===== src/row_chain_merge_core_defines.svh =====
// Assertion macros for the row chain merge core.
// Used by the top level only; needs nothing else.
`ifndef ROW_CHAIN_MERGE_CORE_DEFINES_SVH
`define ROW_CHAIN_MERGE_CORE_DEFINES_SVH

// Same-cycle implication, disabled while reset is held.
`define RCM_ASSERT_IMPL(label, clk, rst, ante, cons) \
  label: assert property (@(posedge clk) disable iff (rst) (ante) |-> (cons)) \
    else $error("row_chain_merge_core: same-cycle check failed");

// Next-cycle implication, disabled while reset is held.
`define RCM_ASSERT_NEXT(label, clk, rst, ante, cons) \
  label: assert property (@(posedge clk) disable iff (rst) (ante) |=> (cons)) \
    else $error("row_chain_merge_core: next-cycle check failed");

`endif


===== src/rcm_pkg.sv =====
// Shared types and constants for the row chain merge core.
// No dependencies; used by rcm_ctrl, rcm_datapath and row_chain_merge_core.
`default_nettype none

package rcm_pkg;

  localparam int ROWS      = 256;
  localparam int ROW_W     = (ROWS > 1) ? $clog2(ROWS) : 1;
  localparam int FIELD_W   = 8;
  localparam int S_TDATA_W = 40;
  localparam int M_TDATA_W = 24;

  // Row limit at one bit above the field width, so that sums compare cleanly.
  localparam logic [FIELD_W:0] ROWS_LIM = (FIELD_W + 1)'(ROWS);

  localparam logic [1:0] CMD_WRITE = 2'd0;
  localparam logic [1:0] CMD_READ  = 2'd1;
  localparam logic [1:0] CMD_JOIN  = 2'd2;

  typedef enum logic [2:0] {
    S_IDLE,
    S_DISPATCH,
    S_READ_TAKE,
    S_FOLLOW,
    S_DECIDE,
    S_DONE
  } state_t;

  typedef enum logic [3:0] {
    OP_NONE,
    OP_LOAD_IN,
    OP_WRITE,
    OP_READ,
    OP_READ_TAKE,
    OP_JOIN_START,
    OP_FOLLOW,
    OP_LINK,
    OP_LOAD_OUT
  } dp_op_t;

  typedef struct packed {
    dp_op_t op;
  } dp_ctl_t;

  typedef struct packed {
    logic [1:0] cmd;
    logic       join_walk;
    logic       walk_stop;
    logic       out_free;
    logic       link_rising;
  } dp_stat_t;

endpackage

`default_nettype wire


===== src/row_chain_merge_core.sv =====
// Top level of the row chain merge core: controller plus datapath.
// Depends on rcm_pkg, rcm_ctrl, rcm_datapath and the assertion macro header.
//
// The core keeps a step store of 256 rows and handles one command at a time.
// After acceptance a write, or a join that needs no walk, passes the dispatch
// and done states, and a read passes dispatch, read-take and done; a join
// that walks the chains passes follow and decide for each node followed, a
// read-then-update loop over the single read port of the step store. The
// next transaction is accepted in the cycle after the result is loaded, even
// if that result is not yet taken; a result still waiting in the output
// register holds the next one back in the core.
// The store reads as all zero after reset without any clearing pass.
`default_nettype none
`include "row_chain_merge_core_defines.svh"

module row_chain_merge_core (
  input  wire logic                          clk,
  input  wire logic                          rst,
  input  wire logic                          s_tvalid,
  output logic                               s_tready,
  // s_tdata from bit 0: row[7:0], step_in[15:8], chain_a[23:16], a_present[24],
  // chain_b[32:25], b_present[33], zero fill up to bit 39.
  input  wire logic [rcm_pkg::S_TDATA_W-1:0] s_tdata,
  // s_tuser from bit 0: command[1:0].
  input  wire logic [1:0]                    s_tuser,
  output logic                               m_tvalid,
  input  wire logic                          m_tready,
  // m_tdata from bit 0: head[7:0], head_present[8], step_out[16:9], error[17],
  // zero fill up to bit 23.
  output logic [rcm_pkg::M_TDATA_W-1:0]      m_tdata
);

  rcm_pkg::dp_ctl_t  ctl;
  rcm_pkg::dp_stat_t stat;

  rcm_ctrl u_ctrl (
    .clk      (clk),
    .rst      (rst),
    .s_tvalid (s_tvalid),
    .s_tready (s_tready),
    .ctl      (ctl),
    .stat     (stat)
  );

  rcm_datapath u_datapath (
    .clk      (clk),
    .rst      (rst),
    .s_tdata  (s_tdata),
    .s_tuser  (s_tuser),
    .m_tvalid (m_tvalid),
    .m_tready (m_tready),
    .m_tdata  (m_tdata),
    .ctl      (ctl),
    .stat     (stat)
  );

  // Only one command is in work at a time.
  `RCM_ASSERT_NEXT(a_one_in_work, clk, rst, s_tvalid && s_tready, !s_tready)
  // Loading a result always shows it on the output.
  `RCM_ASSERT_NEXT(a_result_shown, clk, rst, ctl.op == rcm_pkg::OP_LOAD_OUT, m_tvalid)
  // The merged chain only ever links forward.
  `RCM_ASSERT_IMPL(a_link_rises, clk, rst, ctl.op == rcm_pkg::OP_LINK, stat.link_rising)

endmodule

`default_nettype wire


===== src/rcm_ctrl.sv =====
// Controller state machine of the row chain merge core.
// Depends on rcm_pkg; drives the datapath through rcm_pkg::dp_ctl_t.
`default_nettype none

module rcm_ctrl (
  input  wire logic             clk,
  input  wire logic             rst,
  input  wire logic             s_tvalid,
  output logic                  s_tready,
  output rcm_pkg::dp_ctl_t      ctl,
  input  wire rcm_pkg::dp_stat_t stat
);

  rcm_pkg::state_t state;
  rcm_pkg::state_t state_next;

  always_ff @(posedge clk) begin
    if (rst) begin
      state <= rcm_pkg::S_IDLE;
    end else begin
      state <= state_next;
    end
  end

  always_comb begin
    state_next = state;
    unique case (state)
      rcm_pkg::S_IDLE: begin
        if (s_tvalid) state_next = rcm_pkg::S_DISPATCH;
      end
      rcm_pkg::S_DISPATCH: begin
        case (stat.cmd)
          rcm_pkg::CMD_READ: state_next = rcm_pkg::S_READ_TAKE;
          rcm_pkg::CMD_JOIN: begin
            state_next = stat.join_walk ? rcm_pkg::S_FOLLOW : rcm_pkg::S_DONE;
          end
          default: state_next = rcm_pkg::S_DONE;
        endcase
      end
      rcm_pkg::S_READ_TAKE: state_next = rcm_pkg::S_DONE;
      rcm_pkg::S_FOLLOW:    state_next = rcm_pkg::S_DECIDE;
      rcm_pkg::S_DECIDE: begin
        state_next = stat.walk_stop ? rcm_pkg::S_DONE : rcm_pkg::S_FOLLOW;
      end
      rcm_pkg::S_DONE: begin
        if (stat.out_free) state_next = rcm_pkg::S_IDLE;
      end
      default: state_next = rcm_pkg::S_IDLE;
    endcase
  end

  always_comb begin
    s_tready = 1'b0;
    ctl.op   = rcm_pkg::OP_NONE;
    unique case (state)
      rcm_pkg::S_IDLE: begin
        // Nothing is taken while reset is held.
        s_tready = !rst;
        if (s_tvalid && !rst) ctl.op = rcm_pkg::OP_LOAD_IN;
      end
      rcm_pkg::S_DISPATCH: begin
        case (stat.cmd)
          rcm_pkg::CMD_WRITE: ctl.op = rcm_pkg::OP_WRITE;
          rcm_pkg::CMD_READ:  ctl.op = rcm_pkg::OP_READ;
          rcm_pkg::CMD_JOIN:  ctl.op = rcm_pkg::OP_JOIN_START;
          default:            ctl.op = rcm_pkg::OP_NONE;
        endcase
      end
      rcm_pkg::S_READ_TAKE: ctl.op = rcm_pkg::OP_READ_TAKE;
      rcm_pkg::S_FOLLOW:    ctl.op = rcm_pkg::OP_FOLLOW;
      rcm_pkg::S_DECIDE: begin
        if (!stat.walk_stop) ctl.op = rcm_pkg::OP_LINK;
      end
      rcm_pkg::S_DONE: begin
        if (stat.out_free) ctl.op = rcm_pkg::OP_LOAD_OUT;
      end
      default: ctl.op = rcm_pkg::OP_NONE;
    endcase
  end

endmodule

`default_nettype wire


===== src/rcm_datapath.sv =====
// Datapath of the row chain merge core: step store, chain walk registers
// and the output register. Depends on rcm_pkg; commanded by rcm_ctrl.
`default_nettype none

module rcm_datapath (
  input  wire logic                          clk,
  input  wire logic                          rst,
  input  wire logic [rcm_pkg::S_TDATA_W-1:0] s_tdata,
  input  wire logic [1:0]                    s_tuser,
  output logic                               m_tvalid,
  input  wire logic                          m_tready,
  output logic [rcm_pkg::M_TDATA_W-1:0]      m_tdata,
  input  wire rcm_pkg::dp_ctl_t              ctl,
  output rcm_pkg::dp_stat_t                  stat
);

  localparam int FW = rcm_pkg::FIELD_W;
  localparam int RW = rcm_pkg::ROW_W;

  // Step store; an entry not yet written reads as zero through its valid bit.
  logic [FW-1:0]           mem [rcm_pkg::ROWS];
  logic [rcm_pkg::ROWS-1:0] vld;
  logic [FW-1:0]           rd_q;
  logic                    rd_vld_q;

  logic          wr_en;
  logic [RW-1:0] wr_addr;
  logic [FW-1:0] wr_data;
  logic          rd_en;
  logic [RW-1:0] rd_addr;

  // Latched command and walk registers.
  logic [1:0]    cmd;
  logic [FW-1:0] row;
  logic [FW-1:0] step_in;
  logic [FW-1:0] a;
  logic          ap;
  logic [FW-1:0] b;
  logic          bp;
  logic [FW-1:0] q;
  logic          sel_a;
  logic [FW-1:0] head;
  logic          head_present;
  logic [FW-1:0] step_out;
  logic          err;

  logic          row_ok;
  logic          a_oor;
  logic          b_oor;
  logic          a_lt_b;
  logic [FW-1:0] min_ab;
  logic          take_a;
  logic [FW-1:0] link_row;
  logic [FW-1:0] pos;
  logic [FW-1:0] rd_step;
  logic [FW:0]   pos_sum;
  logic          overrun;

  always_comb begin
    row_ok   = {1'b0, row} < rcm_pkg::ROWS_LIM;
    a_oor    = ap && ({1'b0, a} >= rcm_pkg::ROWS_LIM);
    b_oor    = bp && ({1'b0, b} >= rcm_pkg::ROWS_LIM);
    a_lt_b   = a < b;
    min_ab   = a_lt_b ? a : b;
    take_a   = ap && (!bp || a_lt_b);
    link_row = take_a ? a : b;
    pos      = sel_a ? a : b;
    rd_step  = rd_vld_q ? rd_q : '0;
    pos_sum  = {1'b0, pos} + {1'b0, rd_step};
    overrun  = pos_sum >= rcm_pkg::ROWS_LIM;
  end

  always_comb begin
    stat.cmd         = cmd;
    stat.join_walk   = !a_oor && !b_oor && ap && bp && (a != b);
    stat.walk_stop   = err || (!ap && !bp) || (ap && bp && (a == b));
    stat.out_free    = !m_tvalid || m_tready;
    stat.link_rising = link_row > q;
  end

  // Store port selection.
  always_comb begin
    wr_en   = 1'b0;
    wr_addr = row[RW-1:0];
    wr_data = step_in;
    rd_en   = 1'b0;
    rd_addr = row[RW-1:0];
    case (ctl.op)
      rcm_pkg::OP_WRITE: wr_en = row_ok;
      rcm_pkg::OP_READ:  rd_en = row_ok;
      rcm_pkg::OP_JOIN_START: begin
        rd_en   = stat.join_walk;
        rd_addr = min_ab[RW-1:0];
      end
      rcm_pkg::OP_LINK: begin
        wr_en   = 1'b1;
        wr_addr = q[RW-1:0];
        wr_data = link_row - q;
        rd_en   = 1'b1;
        rd_addr = link_row[RW-1:0];
      end
      default: ;
    endcase
  end

  always_ff @(posedge clk) begin
    if (wr_en) mem[wr_addr] <= wr_data;
    if (rd_en) begin
      rd_q     <= mem[rd_addr];
      rd_vld_q <= vld[rd_addr];
    end
  end

  always_ff @(posedge clk) begin
    if (rst) begin
      vld      <= '0;
      m_tvalid <= 1'b0;
    end else begin
      if (wr_en) vld[wr_addr] <= 1'b1;
      if (ctl.op == rcm_pkg::OP_LOAD_OUT) begin
        m_tvalid <= 1'b1;
      end else if (m_tready) begin
        m_tvalid <= 1'b0;
      end
    end
  end

  always_ff @(posedge clk) begin
    case (ctl.op)
      rcm_pkg::OP_LOAD_IN: begin
        cmd          <= s_tuser;
        row          <= s_tdata[7:0];
        step_in      <= s_tdata[15:8];
        a            <= s_tdata[23:16];
        ap           <= s_tdata[24];
        b            <= s_tdata[32:25];
        bp           <= s_tdata[33];
        head         <= '0;
        head_present <= 1'b0;
        step_out     <= '0;
        err          <= 1'b0;
      end
      rcm_pkg::OP_WRITE: err <= !row_ok;
      rcm_pkg::OP_READ:  err <= !row_ok;
      rcm_pkg::OP_READ_TAKE: begin
        if (row_ok) step_out <= rd_step;
      end
      rcm_pkg::OP_JOIN_START: begin
        if (a_oor || b_oor) begin
          err <= 1'b1;
        end else if (!ap || !bp) begin
          if (ap) begin
            head         <= a;
            head_present <= 1'b1;
          end else if (bp) begin
            head         <= b;
            head_present <= 1'b1;
          end
        end else begin
          // Equal heads fall in here too: the minimum is then that head.
          head         <= min_ab;
          head_present <= 1'b1;
          q            <= min_ab;
          sel_a        <= a_lt_b;
        end
      end
      rcm_pkg::OP_FOLLOW: begin
        if (rd_step == '0) begin
          if (sel_a) ap <= 1'b0;
          else bp <= 1'b0;
        end else if (overrun) begin
          err <= 1'b1;
        end else if (sel_a) begin
          a <= pos_sum[FW-1:0];
        end else begin
          b <= pos_sum[FW-1:0];
        end
      end
      rcm_pkg::OP_LINK: begin
        q     <= link_row;
        sel_a <= take_a;
      end
      rcm_pkg::OP_LOAD_OUT: begin
        m_tdata <= {6'd0, err, step_out, head_present, head};
      end
      default: ;
    endcase
  end

endmodule

`default_nettype wire

===== config.mk =====
export PLATFORM = sky130hd
export DESIGN_NAME = row_chain_merge_core
export DESIGN_NICKNAME = d
export VERILOG_FILES = /design/src/rcm_pkg.sv /design/src/row_chain_merge_core.sv /design/src/rcm_ctrl.sv /design/src/rcm_datapath.sv
export VERILOG_INCLUDE_DIRS = /design/src /design/src/src
export SDC_FILE = /design/constraint.sdc
export NUM_CORES = 2
export LEC_CHECK = 0
export BUFFER_PORTS_ARGS = -buffer_cell sky130_fd_sc_hd__buf_2
export CAP_MARGIN = 0
export CELL_PAD_IN_SITES_DETAIL_PLACEMENT = 1
export CELL_PAD_IN_SITES_GLOBAL_PLACEMENT = 1
export CORE_MARGIN = 2
export CORE_UTILIZATION = 54
export CTS_CLUSTER_SIZE = 24
export DETAILED_ROUTE_END_ITERATION = 7
export PLACE_DENSITY = 0.85
export SYNTH_ARGS = -nofsm -noshare
export SYNTH_HDL_FRONTEND = slang
export SYNTH_SLANG_ARGS = --single-unit
export TNS_END_PERCENT = 20

===== constraint.sdc =====
create_clock -name clk -period 19.8 [get_ports clk]
set_input_delay 0.99 -clock clk [delete_from_list [all_inputs] [get_ports clk]]
set_output_delay 0.99 -clock clk [all_outputs]
set_load 0.01 [all_outputs]

After elaboration in Yosys (flattened, before gate mapping)

Memories as Yosys holds them, arrays and structs flattened. A register that Yosys moved wholly into a read port is not among the register bits.
Index checks and enable logic that the tools add are counted.

Output and inout port bits: 26
Flip-flop bits (word level): 342
Input bits: 46
Memories: 1
Latch bits: 0
Word-level logic and storage cells: 149
Memory bits (writable): 2048
ROM bits: 0

Muxes and demuxes: 59
Magnitude comparators: 5
$add $sub $neg: 2
Reduce and logical (&&, ||, !) cells: 36
Multipliers: 0
Shift-type cells: 0
Equality and inequality tests: 27
Bitwise logic cells: 1
Divide/modulo/power cells: 0

Memories:

| memory         | words | width | read ports | clocked after memory_dff | wr ports | line               | source |
|---|---|---|---|---|---|---|---|
| u_datapath.mem | 256   | 8     | 1          | 1                        | 1        | rcm_datapath.sv:21 | `logic [FW-1:0] mem [rcm_pkg::ROWS];` |

Operator list:

| cell                                                       | count |
|---|---|
| bitwise OR 256 bit                                         | 1 |
| 2-to-1 mux 8 bit                                           | 16 |
| case mux 8 bit (2 select lines)                            | 6 |
| case mux 4 bit (6 select lines)                            | 1 |
| 2-to-1 mux 1 bit                                           | 19 |
| less-than comparator 8 x 9 -> 1 bit, second input constant | 2 |
| case mux 3 bit (6 select lines)                            | 1 |
| == test 4 x 3 -> 1 bit, second input constant              | 4 |
| 2-to-1 mux 3 bit                                           | 5 |
| != test 2 bit, second input constant                       | 6 |
| case mux 1 bit (2 select lines)                            | 6 |
| nonzero test 2 bit                                         | 6 |
| adder 8 x 8 -> 9 bit                                       | 1 |
| >= comparator 9 bit, second input constant                 | 1 |
| case mux 3 bit (3 select lines)                            | 1 |
| AND reduction 3 bit                                        | 3 |
| binary-select mux 1 bit (select 8 bit)                     | 1 |
| demux 1 bit (select 8 bit)                                 | 1 |
| == test 4 x 2 -> 1 bit, second input constant              | 2 |
| == test 8 bit                                              | 1 |
| >= comparator 8 x 1 -> 1 bit, second input constant        | 1 |
| zero test 8 bit                                            | 1 |
| less-than comparator 8 bit                                 | 1 |
| != test 8 bit                                              | 1 |
| 21 further kinds                                           | 42 |

Depth between registers and ports, before layout

Depth in word-level cells: 13
Depth in mapped cells: 21
Depth with buffers taken out: 17

Modules after synthesis

Synthesis repeated with hierarchy kept, for this count alone.

Cell total of the unflattened synthesis: 6097
Area, all modules: 95317.7 um2

By module, submodules not included:

| module       | instances | area each (um2) | cells each | seq. area each (um2) |
|---|---|---|---|---|
| rcm_datapath | 1         | 94958.6         | 6056       | 69346.5 |
| rcm_ctrl     | 1         | 359.1           | 41         | 60.1 |

Least setup slack after synthesis

OpenSTA, ideal clock, no wires.

Path type: register to register
Start: reg u_datapath.a[5]
End: mem u_datapath.mem[0][3] (netlist bit), data pin
Library setup time: 2.233 ns
Path buffers: 0
Data required time: 17.567 ns
Setup slack: 4.535 ns
Period minus slack after synthesis: 15.265 ns
Stages on the path, launching flop included: 12
Data arrival time: 13.033 ns
Cell sequence: edfxtp_1 > ha_1 > a211o_1 > a21oi_4 > and4_1 > nor3_1 > or2_2 > ha_1 > nor2b_1 > o21ai_0 > a21oi_1 > o31ai_1

Longest elaborated chain between the ends: 7
Elaborated cells between the ends (all ways): 12
Those cells by class: 1 x add/sub; 1 x order compare; 2 x eq/ne; 4 x mux; 4 x reduce/logical

Ends and longest elaborated chain:

| element                                                                            | line                | source |
|---|---|---|
| start: declaration                                                                 | rcm_datapath.sv:36  | `logic [FW-1:0] a;` |
| start signal: assignment                                                           | rcm_datapath.sv:134 | `a <= s_tdata[23:16];` |
| start signal: assignment                                                           | rcm_datapath.sv:174 | `a <= pos_sum[FW-1:0];` |
| parallel branches: the longest is 6 deep, another holds less-than comparator 8 bit | --                  |  |
| 2-to-1 mux 8 bit (*)                                                               | rcm_datapath.sv:88  | `case (ctl.op)` |
| via u_datapath.wr_data[3]                                                          | rcm_datapath.sv:28  | `logic [FW-1:0] wr_data;` |
| end: declaration                                                                   | rcm_datapath.sv:21  |  |

Mark *: on every way through the listed nets, which the timed path passes.

Worst setup path after layout

Start: reg u_datapath.a[5]
End: reg u_datapath.rd_q[0], read port of u_datapath.mem, data pin

Longest elaborated chain between the ends: 8
Elaborated cells between the ends (all ways): 18
Those cells by class: 1 x order compare; 5 x eq/ne; 6 x mux; 6 x reduce/logical

Ends and longest elaborated chain:

| element                                                                 | line               | source |
|---|---|---|
| == test 8 bit                                                           | rcm_datapath.sv:76 | `stat.walk_stop = err \|\| (!ap && !bp) \|\| (ap && bp && (a == b));` |
| logical AND 1 bit                                                       | rcm_datapath.sv:76 |  |
| logical OR 1 bit                                                        | rcm_datapath.sv:76 |  |
| 2-to-1 mux 3 bit                                                        | rcm_ctrl.sv:72     | `if (!stat.walk_stop) ctl.op = rcm_pkg::OP_LINK;` |
| case mux 4 bit (6 select lines)                                         | rcm_ctrl.sv:55     | `unique case (state)` |
| == test 4 x 2 -> 1 bit / == test 4 x 3 -> 1 bit (equally long branches) | rcm_datapath.sv:88 |  |
| OR reduction 2 bit (no source line)                                     | --                 |  |
| case mux 1 bit (2 select lines)                                         | rcm_datapath.sv:88 |  |
| end: declaration                                                        | rcm_datapath.sv:23 | `logic [FW-1:0] rd_q;` |

Several ways; a longest one is shown, not always the timed one.
A chain may end at the register's enable or synchronous reset.

==> results.py <==
metrics = {
    "run_status": {
        "status": "complete, but fails checks",
        "violations": "capacitance limit, slew limit",
    },
    "floorplan": {
        "core_um2": 173400,
        "chipHeight_um": 421.2,
        "start_util_pct": 54.19,
        "die-width_um": 421.2,
        "dieArea_um2": 177400,
        "ios": 72,
        "rows": 153,
    },
    "min_path": {
        "holdPathEnd": "u_datapath.step_in[1]",
        "holdPathStages": 1,
        "hp-class": "input port to flip-flop",
        "hold_start": "s_tdata[9]",
    },
    "timing": {
        "min_period_ns": 8.494,
        "slew_violations": 2,
        "worstMarginPinSlew_ns": 1.590,
        "setup_violations": 0,
        "setup_tns_ns": 0,
        "finalHoldViolations": 0,
        "fmax_mhz": 117.7,
        "slew-limit-headroom_pct": -7.526,
        "fin_crit_sh_pct": 42.90,
        "fin_skew_ns": 0.05580,
        "rsz0062_at_grt": "no",
    },
    "clock_tree": {
        "clkTransAtPathRegs_ns": 0.07,
        "clk_latency_ns": 0.89,
        "root_buffer": "clkbuf_16",
        "cts.path.max_buffers": 3,
        "clkSinkCount": 2398,
        "cts_tree": "yes",
        "cts_hold_buf": 0,
        "htreeDepth": 4,
        "post_cts.repair.setup_buffers": 0,
        "cts_buffers": 225,
        "cts_resized": 0,
    },
    "finish": {
        "regMostFlops": "u_datapath.mem",
        "finalNetCount": 5875,
        "area_delta_synth_final_pct": 10.96,
        "final_common_cell": "edfxtp_1",
        "largest_reg_flops": 2048,
        "final_cell_mix": "edfxtp_1 (2138), nor2_1 (762), nand2_1 (389), mux4_2 (324), mux2i_1 (304)",
        "regArea_um2": 69410,
        "reg_top3": "u_datapath.mem (2048), u_datapath.vld (256), u_datapath.m_tdata (18)",
        "fillers": 15300,
        "multi_input_area_um2": 23050,
        "drive_gt1_share_pct": 15.68,
    },
    "grt": {
        "grt_pass1_vias": 60060,
        "grt_pass1_wl_mm": 430.3,
        "grt_max_degree": 257,
        "grt-ovfl-total": 0,
        "grt_antenna_before_repair": 10,
        "gr-usage-all-layers_pct": 33.36,
    },
    "run": {
        "cap_viol_max_count": 1,
    },
    "place": {
        "place.gp.congestion": 0.8893,
        "port_buffers": 59,
        "dp.final_hpwl_mm": 163.9,
    },
    "logic_synthesis": {
        "netlist_top_cells_area": "edfxtp_1 (68%), mux4_2 (7.8%), dfxtp_1 (5.5%)",
        "ys_types": 90,
        "syn_inst": 5749,
        "ys_seq_area_share_pct": 73.84,
        "syn_area_per_cell_um2": 16.35,
        "ys.flop_type": "edfxtp_1",
        "ys_warn_count": 0,
        "synthArstFlopShare_pct": 0,
        "synth.cell_area_um2": 93990,
        "ys_ff_latch": 2398,
        "yosysTopAreaCellShare_pct": 68.30,
        "synth_top_area_cell": "edfxtp_1",
        "synth_edf_count": 2138,
    },
    "setup_path": {
        "reg2reg_from": "u_datapath.a[5]",
        "r2r_setup_slack_ns": 11.31,
        "reg2reg_depth": 16,
        "end_kind": "flip-flop",
        "start_kind": "flip-flop",
        "required_ns": 20.36,
        "cp_max_fo": 42,
        "r2r_end": "u_datapath.rd_q[0]",
        "cp_top_family": "simple AND/OR/NAND/NOR gates",
        "cpPeakStageDelay_ns": 1.27,
        "cp.arrival_ns": 9.05,
        "path_cells": "ha_1 > a211o_1 > a21oi_4 > nand4_2 > and3_1 > o21ai_1 > and2_4 > buf_4 > buf_4 > buf_4 > mux4_2 > a22oi_1 > nand4_1 > nand2_1 > nor4b_1 > nand4_1",
        "startpoint": "u_datapath.a[5]",
        "crit_top_cell": "buf_4",
        "path_buf_inv": 3,
        "worstSetupPathType": "flip-flop to flip-flop",
        "critPathSlowestCell": "nor4b_1",
    },
    "drt": {
        "route.vias.total": 58200,
        "route.detailed.drc": 0,
        "wirelength_mm": 299.1,
        "drtIter0Drc": 8908,
        "avgRoutedWirePerCell_um": 35.90,
        "firstDrtPassIters": 8,
        "vias_per_cell": 6.985,
        "ant_nets": 0,
    },
    "power_and_ir_drop": {
        "p_total_mw": 17.60,
        "power_density_nw_per_um2": 168.8,
        "peakVddDrop_uv": 158.8,
        "p_leak_nw": 33.96,
    },
}
## where the power goes
part	switching [mW]	leakage (nW)	total (mW)	internal [mW]
clock network	2.03	3.74	4.55	2.52
logic	4.58	8.89	6.41	1.83
registers	0.0870	21.3	6.64	6.56
total	6.70	34.0	17.6	10.9
## synth_stat cells, types with 8 or more instances
cell type / count
a211oi_1: 12
a21boi_0: 8
a21o_1: 16
a21oi_1: 237
a221oi_1: 30
a22oi_1: 186
a31oi_1: 10
a32oi_1: 23
and2_1: 29
and3_1: 16
buf_1: 29
buf_2: 104
buf_4: 30
buf_6: 19
clkbuf_1: 155
dfxtp_1: 260
edfxtp_1: 2138
ha_1: 29
inv_1: 37
mux2_2: 8
mux2i_1: 304
mux4_2: 324
nand2_1: 397
nand2b_1: 11
nand3_1: 52
nand4_1: 49
nor2_1: 765
nor2b_1: 8
nor3_1: 40
o211ai_1: 15
o21ai_0: 102
o21ai_1: 10
o21ba_2: 31
o22ai_1: 131
o31ai_1: 9
xnor2_1: 8
## stage by stage
step / instance area, µm² / util, % / std cells / hold WS (ns) / setup slack [ns]
floorplan: 94010 / - / 5754 / 0.4003 / 4.535
global placement: 96650 / 55.73 / 7896 / 0.4068 / 11.99
detailed placement: 96650 / 55.73 / 7896 / 0.4056 / 11.99
CTS: 104300 / 60.13 / 8326 / 0.2787 / 11.76
global route: 104300 / 60.13 / 8326 / 0.2909 / 11.20
finish: 104300 / 60.14 / 8332 / 0.3136 / 11.31
## logic make-up (layout without fill, tap and decap cells)
family / count (synthesis) / after routing / share of synthesized area (%)
flip-flops: 2398 / 2398 / 73.84
AND/OR/NAND/NOR: 1413 / 1413 / 6.362
AO/OA/AOI/OAI: 882 / 882 / 6.221
multiplexers: 636 / 636 / 11.10
buffers and inverters: 376 / 623 / 1.935
adder cells (fa/ha/maj): 31 / 31 / 0.4286
XOR/XNOR: 12 / 12 / 0.1118
other: 1 / 12 / 0.003990
## layer usage
metal  vias to the layer above  wire (µm)  GRT usage [%]
met4                        16      18800          18.26
li1                      22470          -              -
met3                      1114      35100          8.460
met5                         -        107              0
met1                     29790     102400          42.02
met2                      4805     142800          53.31
## area by class of cell
class                   instances  share of cell area (%)
clock inverters               145                   1.435
well taps                    2325                   2.789
flip-flops and latches       2398                   66.55
inverters                      37                  0.1332
diodes                          6                 0.01440
multi-input cells            2980                   22.10
clock buffers                 285                   5.883
repair buffers                156                   1.099
## worst max path at each step
stage,to,depth (start not counted)
floorplan,u_datapath.mem[0][3],11
detailed placement,u_datapath.rd_q[0],16
global route,u_datapath.rd_q[0],16
finish,u_datapath.rd_q[0],16
global placement,u_datapath.rd_q[0],16
CTS,u_datapath.rd_q[0],16
(Power assumes the default switching activity.)
